**config.mk**
```make
export PLATFORM = sky130hd
export DESIGN_NAME = smf_median_pipe
export DESIGN_NICKNAME = d
export VERILOG_FILES = /design/src/rtl/smf_pkg.sv /design/src/rtl/smf_median_pipe.sv
export SDC_FILE = /design/constraint.sdc
export NUM_CORES = 1
export LEC_CHECK = 0
export BUFFER_PORTS_ARGS = -buffer_cell sky130_fd_sc_hd__buf_2
export CAP_MARGIN = 20
export CORE_MARGIN = 5
export CORE_UTILIZATION = 62
export DETAILED_ROUTE_END_ITERATION = 8
export PLACE_DENSITY = 0.93
export SYNTH_ARGS = -nofsm -noshare
export SYNTH_HDL_FRONTEND = slang
export SYNTH_SLANG_ARGS = --single-unit
```
**constraint.sdc**
```tcl
create_clock -name clock -period 9.69 [get_ports clock]
set_clock_uncertainty 0.2 [all_clocks]
set_input_delay 0.4845 -clock clock [delete_from_list [all_inputs] [get_ports clock]]
set_output_delay 0.4845 -clock clock [all_outputs]
set_load 0.01 [all_outputs]
```
**src/rtl/smf_pkg.sv**
```systemverilog
`timescale 1ns / 1ps
// ----------------------------------------------------------------------------
// smf_pkg
// Shared constants, types and sorting helpers for the sliding window
// median filter.
// ----------------------------------------------------------------------------
package smf_pkg;

   // Kernel size and the widest row the line store holds.
   localparam int KERNEL    = 3;
   localparam int MAX_WIDTH = 2048;

   // Window geometry. DLY is the number of rows and columns a pixel waits
   // before its whole window has arrived.
   localparam int HALF  = KERNEL / 2;
   localparam int DLY   = KERNEL - 1 - HALF;
   localparam int WIN_N = KERNEL * KERNEL;

   // Field and counter widths.
   localparam int WIDTH_W  = 12;
   localparam int HEIGHT_W = 13;
   localparam int COL_W    = $clog2(MAX_WIDTH);
   localparam int WEFF_W   = COL_W + 1;
   localparam int ROW_W    = HEIGHT_W;
   localparam int BANK_W   = $clog2(KERNEL);
   localparam int PEND_W   = $clog2(DLY * MAX_WIDTH + DLY + 2);

   // Sorting pipeline: odd-even transposition rounds per register stage.
   localparam int ROUNDS_PER_STAGE = 3;
   localparam int SORT_STAGES      = (WIN_N + ROUNDS_PER_STAGE - 1) / ROUNDS_PER_STAGE;

   // Configuration port.
   localparam int CSR_INDEX_W = 1;
   localparam int CSR_DATA_W  = HEIGHT_W;
   localparam int WIDTH_RESET  = 640;
   localparam int HEIGHT_RESET = 480;

   typedef enum logic [CSR_INDEX_W-1:0] {
      REG_IMAGE_WIDTH  = 1'b0,
      REG_IMAGE_HEIGHT = 1'b1
   } reg_index_type;

   typedef enum logic {
      OP_PIXEL = 1'b0,
      OP_DRAIN = 1'b1
   } op_type;

   // One window of pixels; element order does not matter to the median.
   typedef logic [WIN_N-1:0][7:0] win_type;

   // Per-item control that travels alongside the window.
   typedef struct packed {
      logic [7:0] center;
      logic       interior;
      logic       last;
   } pix_info_type;

   // A few rounds of an odd-even transposition sort, starting at round
   // number first. After WIN_N rounds in total the window is sorted.
   function automatic win_type sort_rounds(win_type win, int first);
      win_type    a;
      logic [7:0] t;
      a = win;
      for (int r = 0; r < ROUNDS_PER_STAGE; r++) begin
         if (first + r < WIN_N) begin
            for (int i = 0; i < WIN_N - 1; i++) begin
               if ((i % 2) == ((first + r) % 2)) begin
                  if (a[i] > a[i+1]) begin
                     t      = a[i];
                     a[i]   = a[i+1];
                     a[i+1] = t;
                  end
               end
            end
         end
      end
      return a;
   endfunction

   // Median of a sorted window; the floor average of the middle pair when
   // the window size is even.
   function automatic logic [7:0] pick_median(win_type sorted);
      logic [8:0] sum;
      sum = {1'b0, sorted[WIN_N/2 - ((WIN_N + 1) % 2)]} + {1'b0, sorted[WIN_N/2]};
      if ((WIN_N % 2) != 0) begin
         return sorted[WIN_N/2];
      end
      return sum[8:1];
   endfunction

endpackage

```
**src/rtl/smf_median_pipe.sv**
```systemverilog
`timescale 1ns / 1ps
// ----------------------------------------------------------------------------
// smf_median_pipe
// Pipelined odd-even transposition sorter. Each stage runs a few rounds of
// compare-exchange and holds its item until the next stage can take it.
// ----------------------------------------------------------------------------
module smf_median_pipe (
   input  logic                  clock,
   input  logic                  reset,
   input  logic                  in_valid,
   output logic                  in_ready,
   input  smf_pkg::win_type      in_win,
   input  smf_pkg::pix_info_type in_info,
   output logic                  out_valid,
   input  logic                  out_ready,
   output smf_pkg::win_type      out_win,
   output smf_pkg::pix_info_type out_info
);

   logic [smf_pkg::SORT_STAGES-1:0] st_valid_ff;
   logic [smf_pkg::SORT_STAGES-1:0] st_ready;
   smf_pkg::win_type                st_win_ff  [smf_pkg::SORT_STAGES];
   smf_pkg::pix_info_type           st_info_ff [smf_pkg::SORT_STAGES];

   for (genvar j = 0; j < smf_pkg::SORT_STAGES; j++) begin : g_stage
      logic                  src_valid;
      smf_pkg::win_type      src_win;
      smf_pkg::pix_info_type src_info;
      logic                  next_ready;

      // Hook the stage to its upstream and downstream neighbors.
      if (j == 0) begin : g_first
         assign src_valid = in_valid;
         assign src_win   = in_win;
         assign src_info  = in_info;
      end else begin : g_chain
         assign src_valid = st_valid_ff[j-1];
         assign src_win   = st_win_ff[j-1];
         assign src_info  = st_info_ff[j-1];
      end

      if (j == smf_pkg::SORT_STAGES - 1) begin : g_tail
         assign next_ready = out_ready;
      end else begin : g_body
         assign next_ready = st_ready[j+1];
      end

      // A stage can load when it is empty or its item moves on.
      assign st_ready[j] = !st_valid_ff[j] || next_ready;

      always_ff @(posedge clock) begin
         if (reset) begin
            st_valid_ff[j] <= 1'b0;
         end else if (st_ready[j]) begin
            st_valid_ff[j] <= src_valid;
         end
      end

      always_ff @(posedge clock) begin
         if (st_ready[j] && src_valid) begin
            st_win_ff[j]  <= smf_pkg::sort_rounds(src_win, j * smf_pkg::ROUNDS_PER_STAGE);
            st_info_ff[j] <= src_info;
         end
      end
   end

   assign in_ready  = st_ready[0];
   assign out_valid = st_valid_ff[smf_pkg::SORT_STAGES-1];
   assign out_win   = st_win_ff[smf_pkg::SORT_STAGES-1];
   assign out_info  = st_info_ff[smf_pkg::SORT_STAGES-1];

endmodule

```
Yosys cells after proc, flatten, opt, wreduce, memory -nomap -nowiden:

Memory sizes are Yosys's and may differ from the RTL's.
Cells that the tools add are included.

* register bits: 3
* latch bits: 0
* memory bits (writable): 246
* memory bits (read-only): 0
* bits of input ports: 86
* output and inout port bits: 84
* logic and storage cells: 101
* memories kept: 2

* add/subtract/negate cells: 0
* multipliers: 0
* divide/modulo/power cells: 0
* order comparisons: 36
* equal/unequal tests: 0
* shifts and indexed selects: 0
* multiplexer cells: 51
* bitwise operators: 0
* reduce and logical (&&, ||, !) cells: 9

Memories
* st_win_ff: depth 3, bits a word 72, read ports 3, clocked after Yosys merged registers in 0, write ports 3, line smf_median_pipe.sv:22 `smf_pkg::win_type st_win_ff [smf_pkg::SORT_STAGES];`
* st_info_ff: depth 3, bits a word 10, read ports 3, clocked after Yosys merged registers in 0, write ports 3, line smf_median_pipe.sv:23 `smf_pkg::pix_info_type st_info_ff [smf_pkg::SORT_STAGES];`

Operators with widths (number)
* 16-bit 2-to-1 mux: 36
* 64-bit 2-to-1 mux: 9
* 8-bit greater-than comparator: 36
* 1-bit 2-to-1 mux: 6
* 1-bit logical AND: 3
* 1-bit zero test: 3
* 1-bit logical OR: 3

Logic depth before layout (Yosys ltp):

* depth in word-level cells: 12
* mapped depth: 34
* mapped depth without buffers: 30

Least setup slack after synthesis:

Ideal clock, no wire load.

* path kind: input -> register
* start: input out_ready
* end: memory st_info_ff[0][10] in the netlist's numbering, enable pin
* setup time: 0.648 ns
* arrival: 6.530 ns
* required time: 8.842 ns
* path slack: 2.312 ns
* stages on the path: 2
* buffers on the path: 0
* cells stage by stage: nor2b_1 > a21boi_0

RTL lines
* start, declared: line smf_median_pipe.sv:15 `input logic out_ready,`
* end, declared: line smf_median_pipe.sv:23

==> impl_metrics.json <==
{
  "post_cts_buffers": 0,
  "finalSetupViolations": 0,
  "tightest_slew_ns": 1.11,
  "cts_root_buffer": "clkbuf_16",
  "timing.final.crit_share_pct": 73.0,
  "grt.overflow.total": 0,
  "gp_congestion": 0.953,
  "clk_latency_ns": 0.52,
  "yosys_warnings": 0,
  "first_pass_iters": 5,
  "cts_tree": "built",
  "max-slew-margin-rel_pct": 26.2,
  "fp.dieArea_um2": 38100,
  "seq_area_um2": 7450,
  "rows": 67,
  "core_um2": 33700,
  "end_kind": "register",
  "maxCapViolations": 0,
  "grt_setup_unrepaired": "no",
  "die_h_um": 195,
  "cts_sinks": 249,
  "cts_resized": 0,
  "grt_max_degree": 83,
  "layout_setup_ws_ns": 2.61,
  "crit_path_max_fanout": 26,
  "grt.total_usage_pct": 24.7,
  "fin_util_pct": 69.6,
  "postSynthCellCount": 2106,
  "period_needed_ns": 7.08,
  "hold_viol_final": 0,
  "clk_pin_slew_worst_paths_ns": 0.06,
  "drtIter0Drc": 1228,
  "via_per_inst": 6.01,
  "yosysUniqueCellTypes": 76,
  "finalMaxSlewViolations": 0,
  "syn_to_final_growth_pct": 10.4,
  "final_nets": 2632,
  "fill_cells": 2439,
  "tns_ns": 0,
  "finalWirelength_um": 49000,
  "path_cells": "ha_1, a21oi_1, o21ai_0, o21ai_2, mux2i_1, inv_1, ha_1, a21oi_1, nor2b_1, o21ai_0, o311a_1, o41a_1, o221a_2, mux2_2, ha_1, nor2b_1, o21a_1, o21ai_0, nand2b_1, a21oi_1, nor2_1, a211oi_1, a21oi_2, o21ai_0",
  "antenna_cells": 0,
  "crit_path_start_kind": "register",
  "place_hpwl_um": 38200,
  "antenna_found_initial": 0,
  "synth_most_common_cell": "inv_1",
  "critical_path_class": "register to register",
  "first_global_vias": 16400,
  "start_util_pct": 63.0,
  "drtAntennaViolNets": 0,
  "dieWidth_um": 195,
  "synth_seq_area_share_pct": 35.1,
  "htree_levels": 1,
  "multiInputGateArea_um2": 12500,
  "synth.avg_cell_area_um2": 10.1,
  "crit_top_cell": "o21ai_0",
  "numCtsBuffers": 23,
  "crit_path_max_incr_delay_ns": 0.83,
  "ys_seq_elements": 249,
  "fin_hold_ws_ns": 0.0944,
  "drcViolationCount": 0,
  "synth_nets": 2460,
  "clock_path_buffers": 3,
  "ys.flop_type": "edfxtp_1",
  "synth_top_area_share_pct": 34.8,
  "outcome": "complete, no violations",
  "synth_common_cells": "inv_1 (279), ha_1 (268), mux2i_1 (256)",
  "place_ws_ns": 2.44,
  "synthArstFlopShare_pct": 0,
  "grt_pass1_wl_um": 80100,
  "ios": 170,
  "synth_edf_count": 246,
  "critPathSlowestCell": "o21ai_2",
  "netlist_area_um2": 21200,
  "synthTopCellsByArea": "edfxtp_1 (35%), ha_1 (16%), mux2i_1 (12%)",
  "arrival_ns": 7.10,
  "drive_gt1_share_pct": 18.5,
  "hold_class": "input port to register",
  "vias": 16500,
  "post_drt_wl_per_cell_um": 17.9,
  "io_buffers": 169,
  "synth_area_leader_cell": "edfxtp_1",
  "crit_required_ns": 9.71,
  "fmax_mhz": 141
}
sequential cells by signal, indices dropped and copies added, names as in the netlist:
register,count
st_win_ff,216
g_stage.src_valid,2
st_info_ff,30
out_valid,1
logic make-up (layout without fill, tap and decap cells):
| family | Yosys count | in the layout | synth area share, % |
|---|---|---|---|
| AOI/OAI and AO/OA | 430 | 430 | 12.3 |
| xor gates and xnor gates | 14 | 14 | 0.577 |
| adders and majority gates | 269 | 269 | 15.8 |
| buffers and inverters | 335 | 522 | 6.20 |
| DFF | 249 | 249 | 35.1 |
| muxes | 427 | 427 | 21.2 |
| and+or+nand+nor | 382 | 382 | 8.84 |
per-layer routing:
metal  up-vias  GRT usage, %  part of all wire [%]
li1       8050             -                     -
met4         0          8.20                   3.2
met5         -             0                     0
met3       127          2.76                   5.1
met1      7768          31.6                    42
met2       542          43.9                    50
area by class of cell:
type / count / share of cell area [%]
multi-input cells: 1522 / 53.4
inverters: 279 / 4.47
clock buffers: 32 / 2.64
well taps: 448 / 2.39
clock inverters: 8 / 0.411
repair buffers: 203 / 4.88
flip-flops and latches: 249 / 31.8
path summary, 6_finish.rpt:
check	start	end	slack (ns)	depth (start not counted)
worst max-delay path	st_win_ff[0][79]	st_win_ff[0][155]	2.61	24
worst max register to register	st_win_ff[0][79]	st_win_ff[0][155]	2.61	24
worst min register to register	st_info_ff[0][14]	st_info_ff[0][24]	0.23	0
worst min-delay path	in_valid	g_stage[1].src_valid	0.09	3
cell usage in the layout, fill, tap and decap left out, types with 41 or more instances in the layout:
| cell type | n |
|---|---|
| mux2_2 | 166 |
| nand2_1 | 73 |
| mux2i_1 | 256 |
| a21oi_1 | 192 |
| nor2_1 | 134 |
| nor2b_1 | 41 |
| edfxtp_1 | 246 |
| buf_2 | 169 |
| inv_1 | 279 |
| o21ai_0 | 91 |
| ha_1 | 268 |
worst max-delay path: cells and delay by family, from the launching register on:
family	cells	cell delay (ns)
AO/OA/AOI/OAI	14	3.70
adder cells (fa/ha/maj)	3	1.01
buffers and inverters	1	0.11
flip-flops	1	0.47
multiplexers	2	0.87
AND/OR/NAND/NOR	4	0.39
per-stage QoR:
| stage | cell area [um2] | cells |
|---|---|---|
| floorplan | 21200 | 2106 |
| global placement | 22600 | 2687 |
| detailed placement | 22600 | 2688 |
| CTS | 23400 | 2739 |
| global route | 23400 | 2741 |
| finish | 23400 | 2741 |
timing repair:
| action | 4_1_cts | 5_1_grt |
|---|---|---|
| hold buffers | 11 | 0 |
| setup endpoints to repair | 0 | 0 |
| hold endpoints to repair | 13 | 0 |
Power is not shown: default switching activity piles up to over one toggle a cycle in this logic, so the estimate is an artifact.
